### src/rtl/primitive_hit_test_unit_assert.svh
// assertion macros shared by the hit test unit
`ifndef PRIMITIVE_HIT_TEST_UNIT_ASSERT_SVH
`define PRIMITIVE_HIT_TEST_UNIT_ASSERT_SVH
// same-cycle implication
`define PHTU_ASSERT_IMP(label, clk, rst_n, ante, cons) \
    label: assert property (@(posedge clk) disable iff (!rst_n) (ante) |-> (cons)) \
        else $error("phtu assertion failed");
// next-cycle implication
`define PHTU_ASSERT_NXT(label, clk, rst_n, ante, cons) \
    label: assert property (@(posedge clk) disable iff (!rst_n) (ante) |=> (cons)) \
        else $error("phtu assertion failed");
`endif

### src/rtl/phtu_pkg.sv
// types and constants of the primitive hit test unit
`default_nettype none
package phtu_pkg;
    localparam int TOL_BITS      = 23;
    localparam int TSQ_BITS      = 2 * TOL_BITS;
    localparam int T4SQ_BITS     = TSQ_BITS + 2;
    // tp, ts, r+t and |r-t| carried with each item
    localparam int ITEM_TOL_BITS = 2 * TOL_BITS + 2 * (TOL_BITS + 1);

    typedef enum logic [1:0] {
        ACT_POINT   = 2'd0,
        ACT_CIRCLE  = 2'd1,
        ACT_SEGMENT = 2'd2,
        ACT_ARC     = 2'd3
    } t_action;

    typedef enum logic {
        CFG_TOL_POINT   = 1'b0,
        CFG_TOL_SEGMENT = 1'b1
    } t_cfg_idx;

    typedef struct packed {
        logic is_point;
        logic is_circle;
        logic is_segment;
        logic is_arc;
        logic r_gt_t;
    } t_kind;

    typedef struct packed {
        logic is_point;
        logic is_circle;
        logic is_segment;
        logic is_arc;
        logic pt_hit;
        logic circ_hit;
        logic seg_wide;
        logic seg_early;
        logic ang_ok;
        logic le1;
        logic le2;
    } t_flags;
endpackage
`default_nettype wire

### src/rtl/phtu_front.sv
// front end: tolerance registers, classification and difference vectors
`default_nettype none
module phtu_front #(
    parameter int COORD_BITS = 24
) (
    input  wire logic                                    i_clk,
    input  wire logic                                    i_rst_n,
    input  wire logic                                    i_cfg_we,
    input  wire logic                                    i_cfg_idx,
    input  wire logic [phtu_pkg::TOL_BITS-1:0]           i_cfg_data,
    input  wire logic                                    i_valid,
    output logic                                         o_ready,
    input  wire logic [1:0]                              i_action,
    input  wire logic signed [COORD_BITS-1:0]            i_cx,
    input  wire logic signed [COORD_BITS-1:0]            i_cy,
    input  wire logic signed [COORD_BITS-1:0]            i_p0x,
    input  wire logic signed [COORD_BITS-1:0]            i_p0y,
    input  wire logic signed [COORD_BITS-1:0]            i_p1x,
    input  wire logic signed [COORD_BITS-1:0]            i_p1y,
    input  wire logic signed [COORD_BITS-1:0]            i_p2x,
    input  wire logic signed [COORD_BITS-1:0]            i_p2y,
    input  wire logic [phtu_pkg::TOL_BITS-1:0]           i_radius,
    output logic                                         o_valid,
    input  wire logic                                    i_ready,
    output phtu_pkg::t_kind                              o_kind,
    output logic [6*(COORD_BITS+1)+phtu_pkg::ITEM_TOL_BITS-1:0] o_item
);
    localparam int D  = COORD_BITS + 1;
    localparam int TB = phtu_pkg::TOL_BITS;

    typedef struct packed {
        logic signed [D-1:0] v0x;
        logic signed [D-1:0] v0y;
        logic signed [D-1:0] v1x;
        logic signed [D-1:0] v1y;
        logic signed [D-1:0] v2x;
        logic signed [D-1:0] v2y;
        logic [TB-1:0]       tp;
        logic [TB-1:0]       ts;
        logic [TB:0]         rpt;
        logic [TB:0]         rmt;
    } t_item;

    logic [TB-1:0]       r_tol_point;
    logic [TB-1:0]       r_tol_seg;
    logic                r_valid;
    phtu_pkg::t_kind     r_kind;
    t_item               r_item;
    phtu_pkg::t_kind     n_kind;
    t_item               n_item;

    logic signed [D-1:0] e_cx, e_cy, e_p0x, e_p0y, e_p1x, e_p1y, e_p2x, e_p2y;

    assign e_cx  = D'(i_cx);
    assign e_cy  = D'(i_cy);
    assign e_p0x = D'(i_p0x);
    assign e_p0y = D'(i_p0y);
    assign e_p1x = D'(i_p1x);
    assign e_p1y = D'(i_p1y);
    assign e_p2x = D'(i_p2x);
    assign e_p2y = D'(i_p2y);

    assign o_ready = !r_valid || i_ready;
    assign o_valid = r_valid;
    assign o_kind  = r_kind;
    assign o_item  = r_item;

    always_ff @(posedge i_clk) begin
        if (!i_rst_n) begin
            r_tol_point <= TB'(768);
            r_tol_seg   <= TB'(1280);
        end else if (i_cfg_we) begin
            case (phtu_pkg::t_cfg_idx'(i_cfg_idx))
                phtu_pkg::CFG_TOL_POINT:   r_tol_point <= i_cfg_data;
                phtu_pkg::CFG_TOL_SEGMENT: r_tol_seg   <= i_cfg_data;
                default:                   r_tol_point <= r_tol_point;
            endcase
        end
    end

    always_comb begin
        n_kind      = '0;
        n_item.v0x  = e_cx - e_p0x;
        n_item.v0y  = e_cy - e_p0y;
        n_item.v1x  = e_p1x - e_p0x;
        n_item.v1y  = e_p1y - e_p0y;
        n_item.v2x  = e_cx - e_p1x;
        n_item.v2y  = e_cy - e_p1y;
        n_item.tp   = r_tol_point;
        n_item.ts   = r_tol_seg;
        n_item.rpt  = {1'b0, i_radius} + {1'b0, r_tol_point};
        n_item.rmt  = (i_radius > r_tol_point) ? {1'b0, i_radius - r_tol_point}
                                               : {1'b0, r_tol_point - i_radius};
        n_kind.r_gt_t = i_radius > r_tol_point;
        case (phtu_pkg::t_action'(i_action))
            phtu_pkg::ACT_POINT:   n_kind.is_point   = 1'b1;
            phtu_pkg::ACT_CIRCLE:  n_kind.is_circle  = 1'b1;
            phtu_pkg::ACT_SEGMENT: n_kind.is_segment = 1'b1;
            phtu_pkg::ACT_ARC: begin
                // cursor, end and start relative to the center, y pointing up
                n_kind.is_arc = 1'b1;
                n_item.v0x    = e_cx - e_p2x;
                n_item.v0y    = e_p2y - e_cy;
                n_item.v1x    = e_p1x - e_p2x;
                n_item.v1y    = e_p2y - e_p1y;
                n_item.v2x    = e_p0x - e_p2x;
                n_item.v2y    = e_p2y - e_p0y;
            end
            default: n_kind.is_point = 1'b1;
        endcase
    end

    always_ff @(posedge i_clk) begin
        if (!i_rst_n) begin
            r_valid <= 1'b0;
        end else if (o_ready) begin
            r_valid <= i_valid;
        end
    end

    always_ff @(posedge i_clk) begin
        if (o_ready && i_valid) begin
            r_kind <= n_kind;
            r_item <= n_item;
        end
    end
endmodule
`default_nettype wire

### config.mk
export PLATFORM = sky130hd
export DESIGN_NAME = phtu_front
export DESIGN_NICKNAME = d
export VERILOG_FILES = /design/src/rtl/primitive_hit_test_unit_assert.svh /design/src/rtl/phtu_pkg.sv /design/src/rtl/phtu_front.sv
export SDC_FILE = /design/constraint.sdc
export NUM_CORES = 1
export LEC_CHECK = 0
export ABC_AREA = 1
export CAP_MARGIN = 20
export CELL_PAD_IN_SITES_DETAIL_PLACEMENT = 1
export CELL_PAD_IN_SITES_GLOBAL_PLACEMENT = 1
export CORE_ASPECT_RATIO = 1.2
export CORE_MARGIN = 2
export CORE_UTILIZATION = 50
export DETAILED_ROUTE_END_ITERATION = 6
export DONT_BUFFER_PORTS = 1
export PLACE_DENSITY_LB_ADDON = 0.05
export RECOVER_POWER = 25
export SYNTH_ARGS = -nofsm -noshare
export SYNTH_HDL_FRONTEND = slang
export SYNTH_SLANG_ARGS = --single-unit
### constraint.sdc
create_clock -name i_clk -period 23.6 [get_ports i_clk]
set_input_delay 3.54 -clock i_clk [delete_from_list [all_inputs] [get_ports i_clk]]
set_output_delay 3.54 -clock i_clk [all_outputs]
set_load 0.01 [all_outputs]
==> flow_metrics.tcl <==
set metrics [dict create \
    io_pins 497 \
    ir_drop_mv 0.0598 \
    post_dp_cell_area_sq_mm 0.0296 \
    synth_area_sq_mm 0.0289 \
    clk_latency_ns 0.57 \
    synth_cell_types 41 \
    nets 4834 \
    ys_seq_elements 294 \
    crit_path_max_incr_delay_ns 6.10 \
    combPwrFrac_pct 33.7 \
    fin_area_sq_mm 0.0308 \
    rsz0062_at_grt "no" \
    pwr-share-clk_pct 28.9 \
    yosys-top-cells-area "edfxtp_1 (26%), nand2_1 (16%), ha_1 (12%)" \
    core_area_sq_mm 0.0572 \
    cts_hold_buffers 0 \
    cts_made_buffers 34 \
    syn_inst 4325 \
    tns_ns 0 \
    min_period_over_period_pct 43.3 \
    skew_ns 0.0276 \
    post_synth_and_or_nand_nor_area_fraction_pct 30.3 \
    synth-seq-area-share_pct 28.9 \
    drt-wirelength-per-cell_um 25.1 \
    drive_gt1_share_pct 1.83 \
    grt_use_met1_pct 43.8 \
    setup_violations 0 \
    seqPwrFrac_pct 37.3 \
    cp_data_required_time_ns 23.52 \
    crit_slowest_cell "clkbuf_1" \
    yosysTopAreaCellShare_pct 25.6 \
    rows 96 \
    grt_first_pass_wirelength_um 187000 \
    cp-end-kind "flip-flop" \
    area_delta_synth_final_pct 6.26 \
    gr-usage-met3_pct 9.24 \
    cts_tree "done" \
    max_freq_ghz 0.0979 \
    vias_per_cell 6.08 \
    crit_type "in2reg" \
    slew_headroom_pct -489 \
    hpwl_um 106000 \
    switchingPower_mw 0.763 \
    start_util_pct 50.6 \
    root_buffer "clkbuf_16" \
    clockBufferDepth 3 \
    status "complete, but fails checks" \
    swShare_pct 39.8 \
    synth-compound-area-share_pct 15.5 \
    dieWidth_um 224 \
    arrival_ns 10.14 \
    use_met2_pct 71.1 \
    grt-ovfl-total 0 \
    synth_top_family_by_area "simple AND/OR/NAND/NOR gates" \
    route.vias.total 30800 \
    synth_xor_xnor_area_share_pct 3.87 \
    dieArea_sq_mm 0.0598 \
    finalMaxSlewViolations 182 \
    antenna_found_initial 8 \
    synth_area_per_cell_sq_um 6.69 \
    first_iter_violations 2191 \
    power.internal_mw 1.15 \
    synthesis.nets 4860 \
    muxShareOfSynthArea_pct 0.277 \
    worstPathCellList "inv_1, a21oi_1, clkbuf_1" \
    wl_um 127000 \
    fillers 7791 \
    cts_resized 0 \
    ys_warn_count 0 \
    p_leak_nw 15.0 \
    cp_max_fo 141 \
    top_usage_layer "met2" \
    synthAdderAreaFrac_pct 12.8 \
    maxCapViolations 2 \
    finalHoldViolCount 0 \
    violations "capacitance limit, slew limit" \
    drcViolationCount 0 \
    grt_pass1_vias 31400 \
    dr.pass1.iters 5 \
    path_clk_slew_ns 0.06 \
    routabilityCongestion 1.02 \
    cts_max_level 2 \
    drtAntennaViolNets 0 \
    worst_pin_slew_ns 8.84 \
    hp-class "reg2reg" \
    period_needed_ns 10.22 \
    cts_setup_buffers 0 \
    grt_use_total_pct 41.2 \
    grt_start_max_net_pins 142 \
    port_buffers 0 \
    power.density_mw_per_mm2 62.3 \
    numClockSinks 294 \
    start_kind "primary input" \
    yosysTopAreaCell "edfxtp_1" \
    die_h_um 268 \
]
-- routing by layer --
metal  routed length [um]  part of all wire (%)
met1                45200                    36
met2                60200                    47
met3                10100                   7.9
met4                11600                   9.1
met5                   50                 0.039
-- worst max-delay path, delay by kind of cell --
family	cells	cell delay, ns
compound gates	1	0.18
buf+inv	2	6.13
-- final cells by class --
| type | instances | area (sq um) | share of cell area (%) |
|---|---|---|---|
| antenna | 8 | 20.0 | 0.0651 |
| clock buffer | 44 | 950 | 3.09 |
| clock inverter | 16 | 185 | 0.602 |
| inverter | 559 | 2100 | 6.83 |
| multi-input combinational | 3401 | 18200 | 59.1 |
| sequential | 294 | 8360 | 27.2 |
| tap | 735 | 920 | 2.99 |
| timing repair buffer | 9 | 56.3 | 0.183 |
-- state kept, by name, indices dropped and copies added (netlist names) --
register     flops
r_tol_point     23
o_kind           5
o_valid          1
o_item         242
r_tol_seg       23
-- metrics by stage --
| step | instances | hold WS (ns) | setup WS (ns) | total power, mW | util [%] |
|---|---|---|---|---|---|
| global route | 5066 | 0.449 | 13.17 | 2.00 | 53.8 |
| CTS | 5058 | 0.432 | 16.31 | 1.90 | 53.8 |
| global placement | 4998 | 0.411 | 16.32 | 1.32 | 51.8 |
| floorplan | 4325 | 0.409 | 7.24 | 1.15 | - |
| detailed placement | 4998 | 0.417 | 16.31 | 1.35 | 51.8 |
| finish | 5066 | 0.431 | 13.38 | 1.92 | 53.8 |
-- power groups by stage --
stage	Clock (mW)	Combinational [mW]	Sequential [mW]
after detailed placement	0	0.626	0.721
after floorplan	0	0.439	0.709
after CTS	0.557	0.633	0.711
after global placement	0	0.606	0.718
after global routing	0.571	0.711	0.718
final	0.555	0.647	0.715
-- logic make-up after synthesis --
| kind of cell | Yosys count |
|---|---|
| xor gates and xnor gates | 128 |
| DFF | 294 |
| AOI/OAI and AO/OA | 850 |
| muxes | 8 |
| and+or+nand+nor | 2125 |
| other | 1 |
| buffers and inverters | 630 |
| adders and majority gates | 289 |
-- cell usage after synthesis --
cell type / number
nand2_1: 1235
inv_1: 551
a21oi_1: 405
nor2_1: 388
nand3_1: 349
o21ai_0: 335
ha_1: 278
edfxtp_1: 247
xor2_1: 114
nor3_1: 51
dfxtp_1: 47
nand4_1: 47
o21bai_1: 28
clkbuf_1: 27
buf_2: 26
a21o_1: 20
nand3b_1: 19
nor4_1: 19
o21a_1: 17
xnor2_1: 14
fa_1: 11
o21ai_1: 11
buf_1: 9
a211oi_1: 8
a21boi_0: 8
buf_4: 8
inv_2: 8
mux2i_1: 8
or2_2: 7
and2_1: 5
o211ai_1: 5
a31oi_1: 4
o31ai_1: 4
a22oi_1: 3
nor2_2: 3
a221oi_1: 1
clkbuf_2: 1
conb_1: 1
nand2_2: 1
nor3b_1: 1
o22ai_1: 1
-- placed cells by master, fill, tap and decap left out, types with 19 or more instances in the layout --
cell type	n
o21ai_0	335
nand2_1	1234
nor4_1	19
a21oi_1	405
o21bai_1	28
nand3b_1	19
nand4_1	47
nor2_1	388
inv_1	550
nor3_1	51
ha_1	278
xor2_1	114
a21o_1	20
dfxtp_1	47
nand3_1	349
clkbuf_16	35
edfxtp_1	247
-- worst paths after layout --
path / cells past startpoint / slack (ns) / end / start
setup / recovery: 3 / 13.38 / o_item[131]$_DFFE_PP_ / i_ready
hold / removal: 0 / 0.43 / o_item[65]$_DFFE_PP_ / r_tol_seg[17]$_SDFFE_PN0P_
setup reg to reg: 2 / 15.98 / o_item[131]$_DFFE_PP_ / o_valid$_SDFFE_PN0N_
hold reg to reg: 0 / 0.43 / o_item[65]$_DFFE_PP_ / r_tol_seg[17]$_SDFFE_PN0P_
(Power assumes the default switching activity.)
