===== src/rtl/primitive_hit_test_unit_assert.svh =====
// assertion macros shared by the hit test unit
`ifndef PRIMITIVE_HIT_TEST_UNIT_ASSERT_SVH
`define PRIMITIVE_HIT_TEST_UNIT_ASSERT_SVH
// same-cycle implication
`define PHTU_ASSERT_IMP(label, clk, rst_n, ante, cons) \
    label: assert property (@(posedge clk) disable iff (!rst_n) (ante) |-> (cons)) \
        else $error("phtu assertion failed");
// next-cycle implication
`define PHTU_ASSERT_NXT(label, clk, rst_n, ante, cons) \
    label: assert property (@(posedge clk) disable iff (!rst_n) (ante) |=> (cons)) \
        else $error("phtu assertion failed");
`endif


===== src/rtl/phtu_fifo.sv =====
// short queue between front and back end
`default_nettype none
`include "primitive_hit_test_unit_assert.svh"
module phtu_fifo #(
    parameter int DATA_BITS = 8,
    parameter int DEPTH     = 2
) (
    input  wire logic                 i_clk,
    input  wire logic                 i_rst_n,
    input  wire logic                 i_valid,
    output logic                      o_ready,
    input  wire logic [DATA_BITS-1:0] i_data,
    output logic                      o_valid,
    input  wire logic                 i_pop,
    output logic [DATA_BITS-1:0]      o_data
);
    localparam int AW = (DEPTH > 1) ? $clog2(DEPTH) : 1;
    localparam int CW = $clog2(DEPTH + 1);

    logic [DATA_BITS-1:0] r_mem [DEPTH];
    logic [AW-1:0]        r_wptr;
    logic [AW-1:0]        r_rptr;
    logic [CW-1:0]        r_count;
    logic                 w_push;
    logic                 w_pop;

    assign o_valid = r_count != '0;
    assign w_pop   = i_pop && o_valid;
    assign o_ready = (r_count != CW'(DEPTH)) || w_pop;
    assign w_push  = i_valid && o_ready;
    assign o_data  = r_mem[r_rptr];

    always_ff @(posedge i_clk) begin
        if (!i_rst_n) begin
            r_wptr  <= '0;
            r_rptr  <= '0;
            r_count <= '0;
        end else begin
            if (w_push) begin
                r_wptr <= (r_wptr == AW'(DEPTH - 1)) ? '0 : r_wptr + AW'(1);
            end
            if (w_pop) begin
                r_rptr <= (r_rptr == AW'(DEPTH - 1)) ? '0 : r_rptr + AW'(1);
            end
            if (w_push && !w_pop) begin
                r_count <= r_count + CW'(1);
            end else if (w_pop && !w_push) begin
                r_count <= r_count - CW'(1);
            end
        end
    end

    always_ff @(posedge i_clk) begin
        if (w_push) begin
            r_mem[r_wptr] <= i_data;
        end
    end

    `PHTU_ASSERT_IMP(a_count_max, i_clk, i_rst_n, 1'b1, r_count <= CW'(DEPTH))
    `PHTU_ASSERT_NXT(a_count_inc, i_clk, i_rst_n, w_push && !w_pop, r_count == $past(r_count) + CW'(1))
    `PHTU_ASSERT_NXT(a_count_dec, i_clk, i_rst_n, w_pop && !w_push, r_count == $past(r_count) - CW'(1))
    `PHTU_ASSERT_IMP(a_empty_ptrs, i_clk, i_rst_n, r_count == '0, r_wptr == r_rptr)
endmodule
`default_nettype wire


===== config.mk =====
export PLATFORM = sky130hd
export DESIGN_NAME = phtu_fifo
export DESIGN_NICKNAME = d
export VERILOG_FILES = /design/src/rtl/phtu_fifo.sv
export VERILOG_INCLUDE_DIRS = /design/src /design/src/rtl
export SDC_FILE = /design/constraint.sdc
export NUM_CORES = 1
export LEC_CHECK = 0
export BUFFER_PORTS_ARGS = -buffer_cell sky130_fd_sc_hd__buf_4
export CORE_MARGIN = 2
export CORE_UTILIZATION = 48
export DETAILED_ROUTE_END_ITERATION = 10
export GPL_ROUTABILITY_DRIVEN = 0
export PLACE_DENSITY_LB_ADDON = 0.1
export SYNTH_ARGS = -nofsm -noshare
export SYNTH_HDL_FRONTEND = slang
export SYNTH_SLANG_ARGS = --single-unit

===== constraint.sdc =====
create_clock -name i_clk -period 2.2 [get_ports i_clk]
set_input_delay 0.22 -clock i_clk [delete_from_list [all_inputs] [get_ports i_clk]]
set_output_delay 0.22 -clock i_clk [all_outputs]
set_load 0.02 [all_outputs]

==> out/summary.md, run 1 <==
Run status
* **status** finished clean

Power
* **leakage dissipation** 0.403 nW
* **areal power density over the cells** 1060 nW/µm²
* **overall power after layout** 0.00109 W
* **worst-case vdd ir drop** 0.654 mV

Drt
* **number of vias after detailed routing** 466
* **Detailed Route Iter0 Violations** 13
* **routed wire length per instance** 13.7 µm
* **average via count per standard cell** 5.24
* **drt pass-1 iters** 2
* **DRC violations left** 0
* **Post-DRT Antenna Nets** 0
* **wire length after detailed routing** 1220 µm

Clock tree
* **setup bufs post-CTS** 0
* **total of cells resized after clock tree synthesis** 0
* **TritonCTS clock tree** built
* **buffer type at the clock tree root** sky130_fd_sc_hd__clkbuf_4
* **Clock Pin Slew Worst Setup and Hold Paths** 110 ps
* **count of hold-fix buffers inserted at cts** 0
* **buffer depth of the longest clock path** 2
* **CTS buffer count** 3
* **clk_lat worst skew** 290 ps
* **H-tree levels** 1
* **total clock sinks** 21

STA
* **RSZ-0062 raised after global routing** no
* **count of final hold-check violations** 0
* **setup total negative slack** 0 ps
* **max_slew headroom** 71.4%
* **time the final worst path needs with I/O delays and setup** 1850 ps
* **Finish-stage setup viols** 0
* **total count of max-transition violations in the final report** 0
* **post-route fraction of the period consumed by the critical path** 84.0%
* **maximum clock frequency** 0.541 GHz
* **slew at the pin closest to its max-slew limit** 430 ps
* **skew final** 0.767 ps

Floorplan
* **effective utilization at floorplan** 53.0%
* **ports placed on the boundary** 22
* **die footprint** 2070 µm²
* **standard-cell row count** 14
* **die width** 45.5 µm
* **Floorplan Core Area** 1560 µm²
* **overall die height** 45.5 µm

Critical path
* **kind of start point of the critical path** flop
* **CP max FO** 5
* **critical setup path kind** reg2reg
* **sort of element at the end of the critical path** flop
* **setup slack of the worst register-to-register path** 350 ps
* **critical path data required time** 2440 ps
* **critical path arrival** 2090 ps

Synthesis
* **unique cell type count in the Yosys netlist** 20
* **Warnings, synthesis** 0
* **cell count after synthesis** 49
* **area of the mapped netlist** 826 µm²
* **count of state elements after synthesis** 21
* **fraction of the yosys area taken by sequential cells** 70.3%
* **Avg Synthesized Cell Area** 16.9 µm²
* **syn_nets** 62

GRT
* **maximum number of pins on one net before global-route repair** 13
* **total congestion overflow after global routing** 0
* **all-layer global routing usage** 13.6%
* **global-route wire length before repair** 1890 µm
* **number of global-route vias before repair** 468
* **number of antenna violations at the first check in global routing** 0

Layout
* **highest-count cells in the layout ignoring fill and taps** 21 x sky130_fd_sc_hd__buf_4, 16 x sky130_fd_sc_hd__edfxtp_1, 8 x sky130_fd_sc_hd__mux2_2, 5 x sky130_fd_sc_hd__dfxtp_1, 3 x sky130_fd_sc_hd__clkbuf_4
* **fraction of layout instances using a drive strength above 1** 54.8%
* **P&R area growth vs syn** 24.4%
* **most common library cell in the layout ignoring fill and taps** sky130_fd_sc_hd__buf_4
* **final net count** 87
* **Antenna diodes** 0

Flow run
* **maximum capacitance violations** 0

Place
* **detailed placer's ending HPWL** 907 µm
* **Port Buffer Count** 21

Worst hold path
* **type of the tightest min-delay check** in2reg

==> flip-flops by register name, indices dropped and copies added, names as in the netlist, named ones only <==
signal / cells
r_rptr: 1
r_mem: 16
r_count: 2
r_wptr: 1
==> final timing paths <==
kind	start	cells after the start	endpoint
worst max-delay path	r_count[0]	5	r_count[1]
worst min-delay path	i_data[5]	1	r_mem[1][5]
worst max register to register	r_count[0]	5	r_count[1]
worst min register to register	r_count[1]	2	r_count[1]
==> critical path: stages (launching register included) <==
cell,delay [ps]
sky130_fd_sc_hd__dfxtp_1,370
sky130_fd_sc_hd__or3b_4,420
sky130_fd_sc_hd__and2_4,180
sky130_fd_sc_hd__ha_1,300
sky130_fd_sc_hd__or3_1,380
sky130_fd_sc_hd__a21boi_1,140
==> cell families after synthesis <==
family | Yosys count | synth area share [%]
muxes | 8 | 10.9
AOI/OAI and AO/OA | 4 | 3.18
buffers and inverters | 1 | 0.454
xor gates and xnor gates | 3 | 3.18
and+or+nand+nor | 11 | 10.5
adders and majority gates | 1 | 1.51
DFF | 21 | 70.3
==> cell usage after synthesis (all sizes together) <==
master / number / area, µm²
xor2: 1 / 8.76
xnor2: 2 / 17.5
or3b: 1 / 11.3
and2: 4 / 30.0
o21ai: 3 / 18.8
edfxtp: 16 / 480
ha: 1 / 12.5
a21boi: 1 / 7.51
nand2: 1 / 3.75
clkbuf: 1 / 3.75
dfxtp: 5 / 100
or2: 1 / 6.26
nand4b: 1 / 8.76
mux2: 8 / 90.1
or3: 1 / 6.26
nor2b: 1 / 13.8
and3: 1 / 6.26
==> where the power goes <==
part	internal [W]	switching (W)	leakage, nW
clock	0.0000677	0.000110	0.0177
sequential	0.000492	0.0000484	0.191
combinational	0.000202	0.000172	0.194
==> area by class of cell <==
type	instances	area [µm²]
Clock buffer	3	22.5
Clock inverter	1	5.00
Fill cell	122	532
Multi-Input combinational cell	27	241
Sequential cell	21	581
Tap cell	16	20.0
Timing Repair Buffer	21	158
==> stage by stage <==
step / setup WS, ps / instance area (µm²) / std cells / hold WS, ps / utilization (%)
final: 351 / 1030 / 89 / 98.8 / 65.9
after global placement: 405 / 1000 / 85 / 406 / 64.1
after detailed placement: 364 / 1000 / 85 / 408 / 64.1
after CTS: 332 / 1030 / 89 / 88.8 / 65.9
after global routing: 281 / 1030 / 89 / 75.6 / 65.9
after floorplan: 385 / 826 / 49 / 319 / -
==> metal layers <==
| layer | wire length, µm | GRT usage (%) | vias to the layer above |
|---|---|---|---|
| li1 | - | - | 230 |
| met1 | 494 | 12.9 | 218 |
| met2 | 655 | 25.9 | 14 |
| met3 | 55 | 3.57 | 4 |
| met4 | 14 | 7.06 | 0 |
| met5 | 0 | 0 | - |
Power figures use the tool's default switching activity.
==> run 2, diff against run 1 <==
--- a/config.mk
+++ b/config.mk
@@ -6,9 +6,10 @@
 export SDC_FILE = /design/constraint.sdc
 export NUM_CORES = 1
 export LEC_CHECK = 0
+export ABC_AREA = 1
 export BUFFER_PORTS_ARGS = -buffer_cell sky130_fd_sc_hd__buf_4
 export CORE_MARGIN = 2
-export CORE_UTILIZATION = 48
+export CORE_UTILIZATION = 45
 export DETAILED_ROUTE_END_ITERATION = 10
 export GPL_ROUTABILITY_DRIVEN = 0
 export PLACE_DENSITY_LB_ADDON = 0.1
==> constraint.sdc (replaced) <==
create_clock -name i_clk -period 1.69 [get_ports i_clk]
set_input_delay 0.169 -clock i_clk [delete_from_list [all_inputs] [get_ports i_clk]]
set_output_delay 0.169 -clock i_clk [all_outputs]
set_load 0.02 [all_outputs]
==> run 2 against run 1 <==
Net effect: sequential power grew 22%; wire length grew 2.0%; critical path type is now reg2out; highest routed layer unchanged; non-clock buffer count increased by 1; sequential share of layout area is 1.9 points lower.
==> out/summary.md, run 2 <==
Floorplan
* **die footprint** 2240 µm², +8.1%
* **die width** 47.3 µm, +4.0%
* **standard-cell row count** 15, +1
* **effective utilization at floorplan** 48.3%, -4.7 points
* **ports placed on the boundary** 22, unchanged
* **overall die height** 47.3 µm, +4.0%
* **Floorplan Core Area** 1750 µm², +12%

Synthesis
* **dominant combinational cell family by area after synthesis** multiplexers
* **unique cell type count in the Yosys netlist** 16, -20%
* **mux cell area share after synthesis** 10.7%, -0.23 points
* **Adder-Cell Fraction of Synth Area** 1.48%, -0.031 points
* **compound-gate portion of the synthesized area** 3.71%, +0.53 points
* **async set-reset flop share out of synthesis** 0%, unchanged
* **count of state elements after synthesis** 21, unchanged
* **cell count after synthesis** 63, +29%
* **most common library cells after synthesis** 16 x sky130_fd_sc_hd__edfxtp_1, 8 x sky130_fd_sc_hd__mux2_1, 8 x sky130_fd_sc_hd__nand2_1, 7 x sky130_fd_sc_hd__inv_1, 6 x sky130_fd_sc_hd__nor2_1
* **largest cells by area after synthesis** sky130_fd_sc_hd__edfxtp_1 57%, sky130_fd_sc_hd__dfxtp_1 12%, sky130_fd_sc_hd__mux2_1 11%, sky130_fd_sc_hd__nand2_1 3.6%, sky130_fd_sc_hd__inv_1 3.1%
* **most used standard cell by instance count after synthesis** sky130_fd_sc_hd__edfxtp_1
* **post-synthesis share of cell area spent on xor and xnor gates** 0%, -3.2 points
* **area of the mapped netlist** 843 µm², +2.1%
* **most area-hungry cell type in the Yosys netlist** sky130_fd_sc_hd__edfxtp_1
* **fraction of the yosys area taken by sequential cells** 68.8%, -1.5 points
* **Synth Flop Type** sky130_fd_sc_hd__edfxtp_1
* **Avg Synthesized Cell Area** 13.4 µm², -21%
* **EDFF count, synth** 16, unchanged
* **Warnings, synthesis** 0, unchanged
* **portion of synthesized cell area occupied by the leading cell type** 57.0%, -1.2 points
* **share of synthesized cell area in and, or, nand and nor gates** 10.7%, +0.23 points
* **syn_nets** 76, +23%

Layout
* **most common library cell in the layout ignoring fill and taps** sky130_fd_sc_hd__buf_4
* **Antenna diodes** 0, unchanged
* **max FFs per register** 16, unchanged
* **total of fill cells in the finished design** 148, +21%
* **multi-input combinational cell area** 224 µm², -7.3%
* **highest-count cells in the layout ignoring fill and taps** 22 x sky130_fd_sc_hd__buf_4, 16 x sky130_fd_sc_hd__edfxtp_1, 8 x sky130_fd_sc_hd__mux2_1, 8 x sky130_fd_sc_hd__nand2_1, 7 x sky130_fd_sc_hd__inv_1
* **Finished Layout Cells** 113, +27%
* **post-route cell area** 1060 µm², +3.4%
* **final net count** 102, +17%
* **Reg with most FFs** r_mem
* **P&R area growth vs syn** 26.0%
* **fraction of layout instances using a drive strength above 1** 36.4%, -18 points
* **area taken by flip-flops and latches** 581 µm², unchanged
* **largest registers ranked by flip-flop count** r_mem (16), r_count (2)

STA
* **slew at the pin closest to its max-slew limit** 385 ps, -44.9 ps
* **total count of max-transition violations in the final report** 0, unchanged
* **max_slew headroom** 74.3%, +3.0 points
* **maximum clock frequency** 0.642 GHz
* **post-route fraction of the period consumed by the critical path** 92.2%
* **count of final hold-check violations** 0, unchanged
* **skew final** 2.19 ps, +1.42 ps
* **setup total negative slack** 0 ps, unchanged
* **Finish-stage setup viols** 0, unchanged
* **time the final worst path needs with I/O delays and setup** 1560 ps
* **RSZ-0062 raised after global routing** no

GRT
* **number of antenna violations at the first check in global routing** 0, unchanged
* **maximum number of pins on one net before global-route repair** 13, unchanged
* **global-route wire length before repair** 1930 µm, +2.2%
* **all-layer global routing usage** 13.1%, -0.52 points
* **total congestion overflow after global routing** 0, unchanged
* **number of global-route vias before repair** 479, +2.4%

Clock tree
* **total clock sinks** 21, unchanged
* **H-tree levels** 1, unchanged
* **total of cells resized after clock tree synthesis** 0, unchanged
* **count of hold-fix buffers inserted at cts** 0, unchanged
* **TritonCTS clock tree** built
* **clk_lat worst skew** 290 ps, about the same
* **buffer type at the clock tree root** sky130_fd_sc_hd__clkbuf_4
* **setup bufs post-CTS** 0, unchanged
* **Clock Pin Slew Worst Setup and Hold Paths** 110 ps, about the same
* **CTS buffer count** 3, unchanged
* **buffer depth of the longest clock path** 2, unchanged

Run status
* **status** finished clean

Drt
* **DRC violations left** 0, unchanged
* **routed wire length per instance** 11.0 µm, -20%
* **number of vias after detailed routing** 516, +11%
* **wire length after detailed routing** 1240 µm, +2.0%
* **drt pass-1 iters** 4, +2
* **Post-DRT Antenna Nets** 0, unchanged
* **highest metal used** met4
* **routed wl met3** 75 µm, +36%
* **met2 WL post-DR** 651 µm, -0.61%
* **Detailed Route Iter0 Violations** 6, -7
* **routed metal-1 wirelength** 486 µm, -1.6%
* **average via count per standard cell** 4.57, -13%

Place
* **post-placement cell area** 1030 µm², +3.5%
* **Port Buffer Count** 21, unchanged
* **number of instances in the placed design** 109, +28%
* **detailed placer's ending HPWL** 938 µm, +3.4%

Flow run
* **maximum capacitance violations** 0, unchanged

Power
* **overall power after layout** 0.00124 W, +14%
* **leakage dissipation** 0.448 nW, +11%
* **areal power density over the cells** 1170 nW/µm², +9.8%
* **worst-case vdd ir drop** 0.623 mV, -4.7%

Critical path
* **sort of element at the end of the critical path** primary output
* **CP max FO** 8, +3
* **kind of start point of the critical path** flop
* **critical path arrival** 1390 ps, -700 ps
* **critical setup path kind** reg2out
* **critical path data required time** 1520 ps, -920 ps

Worst hold path
* **type of the tightest min-delay check** in2reg

run 2: changes by cell type in the layout (fill, tap and decap cells not counted), moves of 6 or more:
cell,previous run,this run
sky130_fd_sc_hd__mux2_2,8,0
sky130_fd_sc_hd__mux2_1,0,8
sky130_fd_sc_hd__nor2_1,0,6
sky130_fd_sc_hd__nand2_1,1,8
sky130_fd_sc_hd__inv_1,0,7
run 2: report_power, final:
group	internal, W	switching, W
Combinational	0.000155	0.000197
Clock	0.0000881	0.000140
Sequential	0.000619	0.0000411
Total	0.000862	0.000378
run 2: cell families after synthesis:
kind of cell,count (synthesis)
flip-flops,21
AND/OR/NAND/NOR,19
buffers and inverters,10
multiplexers,8
AO/OA/AOI/OAI,4
adder cells (fa/ha/maj),1
run 2: stage by stage:
step                utilization, %  worst slack, ps  hold WS [ps]
detailed placement            59.3              315           356
CTS                           60.9              104          43.5
global placement              59.3              328           354
finish                        60.9              132          48.8
global route                  60.9             43.2          31.2
floorplan                        -              281           268
run 2: path summary, 6_finish.rpt:
| check | depth (start not counted) | slack, ps | from | end |
|---|---|---|---|---|
| worst max-delay path | 2 | 130 | flop | o_data[5] |
| worst min-delay path | 1 | 50 | i_data[1] | r_mem[1][1] |
| worst max register to register | 10 | 300 | r_count[0] | r_count[1] |
| worst min register to register | 1 | 510 | r_count[0] | r_count[0] |
run 2: metal layers:
layer	global-route usage [%]	vias up
li1	-	263
met1	14.5	235
met2	21.9	14
met3	3.46	4
met4	8.33	0
met5	0	-
run 2: final cells by class:
class	instances	share of cell area [%]
clock buffers	3	2.12
multi-input cells	32	21.1
inverters	9	3.18
well taps	25	2.94
flip-flops and latches	21	54.7
clock inverters	1	0.471
repair buffers	22	15.5
run 2: critical path, cell delays in order, from the launching register on:
cell and delay, ps:
sky130_fd_sc_hd__dfxtp_1 570, sky130_fd_sc_hd__mux2_1 370, sky130_fd_sc_hd__buf_4 160
==> run 3, diff against run 2 <==
--- a/config.mk
+++ b/config.mk
@@ -13,6 +13,7 @@
 export DETAILED_ROUTE_END_ITERATION = 10
 export GPL_ROUTABILITY_DRIVEN = 0
 export PLACE_DENSITY_LB_ADDON = 0.1
+export SETUP_SLACK_MARGIN = 0.3
 export SYNTH_ARGS = -nofsm -noshare
 export SYNTH_HDL_FRONTEND = slang
 export SYNTH_SLANG_ARGS = --single-unit
==> run 3 against run 2 <==
Net effect: clock-buffer cell count unchanged; critical path depth did not move; wire length up 16%; register-to-register slack improved by 30 ps; combinational power rose by 23%; largest cell class unchanged; critical path type unchanged; worst setup slack improved by 170 ps; sequential cell count is the same; die area stayed put; largest power group unchanged.
==> out/summary.md, run 3 (synthesized netlist as in run 2, its figures left out) <==
Run status
* **status** finished clean

Layout
* **total of fill cells in the finished design** 138, -6.8%
* **P&R area growth vs syn** 35.6%
* **fraction of layout instances using a drive strength above 1** 52.3%, +16 points
* **max FFs per register** 16, unchanged
* **highest-count cells in the layout ignoring fill and taps** 16 x sky130_fd_sc_hd__edfxtp_1, 14 x sky130_fd_sc_hd__buf_4, 8 x sky130_fd_sc_hd__mux2_4, 8 x sky130_fd_sc_hd__buf_6, 7 x sky130_fd_sc_hd__nand2_1
* **multi-input combinational cell area** 267 µm², +19%
* **most common library cell in the layout ignoring fill and taps** sky130_fd_sc_hd__edfxtp_1
* **area taken by flip-flops and latches** 589 µm², +1.5%
* **largest registers ranked by flip-flop count** r_mem (16), r_count (2)
* **Antenna diodes** 0, unchanged
* **final net count** 102, unchanged
* **Reg with most FFs** r_mem

STA
* **max_slew headroom** 71.3%, -3.1 points
* **setup total negative slack** 0 ps, unchanged
* **slew at the pin closest to its max-slew limit** 431 ps, +46.0 ps
* **setup slack after layout** 303 ps, +170 ps
* **total count of max-transition violations in the final report** 0, unchanged
* **skew final** 7.43 ps, +5.25 ps
* **post-route fraction of the period consumed by the critical path** 82.1%, -10 points
* **maximum clock frequency** 0.721 GHz, +12%
* **time the final worst path needs with I/O delays and setup** 1390 ps, -170 ps
* **Finish-stage setup viols** 0, unchanged
* **RSZ-0062 raised after global routing** yes
* **count of final hold-check violations** 0, unchanged

GRT
* **all-layer global routing usage** 15.0%, +2.0 points
* **maximum number of pins on one net before global-route repair** 13, unchanged
* **number of global-route vias before repair** 535, +12%
* **global-route wire length before repair** 2170 µm, +12%
* **number of antenna violations at the first check in global routing** 0, unchanged
* **total congestion overflow after global routing** 0, unchanged

Critical path
* **critical setup path kind** reg2out
* **setup slack of the worst register-to-register path** 330 ps, +30 ps
* **Worst R2R End** r_count[1]
* **critical path data required time** 1520 ps, about the same
* **R2R Path Start** r_count[1]
* **kind of start point of the critical path** flop
* **critical path arrival** 1220 ps, -170 ps
* **sort of element at the end of the critical path** primary output
* **CP max FO** 8, unchanged
* **path depth of the worst reg2reg path** 9, -1

Power
* **areal power density over the cells** 1180 nW/µm², +1.3%
* **leakage dissipation** 0.485 nW, +8.2%
* **worst-case vdd ir drop** 0.668 mV, +7.2%

Floorplan
* **ports placed on the boundary** 22, unchanged
* **die footprint** 2240 µm², unchanged
* **die width** 47.3 µm, unchanged
* **standard-cell row count** 15, unchanged
* **effective utilization at floorplan** 48.3%, unchanged
* **overall die height** 47.3 µm, unchanged
* **Floorplan Core Area** 1750 µm², unchanged

Clock tree
* **Clock Pin Slew Worst Setup and Hold Paths** 120 ps, about the same
* **TritonCTS clock tree** built
* **total clock sinks** 21, unchanged
* **buffer type at the clock tree root** sky130_fd_sc_hd__clkbuf_4
* **buffer depth of the longest clock path** 2, unchanged
* **H-tree levels** 1, unchanged
* **count of hold-fix buffers inserted at cts** 0, unchanged
* **clk_lat worst skew** 300 ps, about the same
* **CTS buffer count** 3, unchanged

Drt
* **routed wire length per instance** 12.7 µm, +16%
* **drt pass-1 iters** 2, -2
* **DRC violations left** 0, unchanged
* **number of vias after detailed routing** 531, +2.9%
* **average via count per standard cell** 4.70, +2.9%
* **Detailed Route Iter0 Violations** 6, unchanged
* **highest metal used** met4
* **Post-DRT Antenna Nets** 0, unchanged
* **wire length after detailed routing** 1440 µm, +16%
* **routed metal-1 wirelength** 535 µm, +10%
* **routed wl met3** 69 µm, -8.0%
* **met2 WL post-DR** 821 µm, +26%

Worst hold path
* **Hold Path End** r_mem[0][3]
* **Worst Hold Depth** 1, unchanged
* **type of the tightest min-delay check** in2reg
* **hold path startpoint** i_data[3]

Place
* **pre-CTS WS** 284 ps, -31.0 ps
* **detailed placer's ending HPWL** 964 µm, +2.8%
* **Port Buffer Count** 21, unchanged

Flow run
* **maximum capacitance violations** 0, unchanged

==> run 3: cell type report <==
type / instances / area share [%]
Multi-Input combinational cell: 32 / 23.3
Clock buffer: 3 / 1.97
Timing Repair Buffer: 22 / 17.1
Clock inverter: 1 / 0.438
Sequential cell: 21 / 51.5
Inverter: 9 / 2.95
Tap cell: 25 / 2.74
==> run 3: layer usage <==
layer	GRT usage, %	up-vias
met5	0	-
met4	10.0	0
met3	5.38	2
met2	26.8	11
met1	14.3	253
li1	-	265
==> run 3: where the power goes <==
part / switching, W / internal (W) / leakage (nW)
Sequential: 0.0000525 / 0.000627 / 0.193
Combinational: 0.000215 / 0.000219 / 0.274
Clock: 0.000150 / 0.0000882 / 0.0177
==> run 3: worst max-delay path, cell delays in order, from the launching register on <==
cell and delay [ps]:
sky130_fd_sc_hd__dfxtp_4 460, sky130_fd_sc_hd__mux2_4 330, sky130_fd_sc_hd__buf_6 130
==> run 3: repair_timing <==
| action | 4_1_cts | 5_1_grt |
|---|---|---|
| buffers inserted | 1 | 0 |
| setup endpoints to repair | 13 | 10 |
| resized for setup | 21 | 4 |
| gates cloned | 0 | 0 |
==> run 3: worst max path at each step <==
stage	from	end	slack, ps	cells past startpoint
2_1_floorplan	r_count[0]	r_count[1]	290	10
3_3_place_gp	r_count[1]	r_count[1]	340	9
3_5_place_dp	r_count[0]	r_count[1]	280	10
4_1_cts	flop	o_data[7]	290	2
5_1_grt	r_count[0]	r_count[1]	240	10
6_report	flop	o_data[7]	300	2
==> run 3: through the flow <==
step	hold WS, ps	power [W]	util [%]	instance area [µm²]	std cells
6_report	42.6	0.00135	65.5	1140	113
5_1_grt	20.6	0.00142	65.5	1140	113
4_1_cts	33.4	0.00134	64.9	1130	113
3_5_place_dp	358	0.00103	59.0	1030	108
3_3_place_gp	357	0.00101	59.0	1030	108
2_1_floorplan	268	0.000895	-	846	63
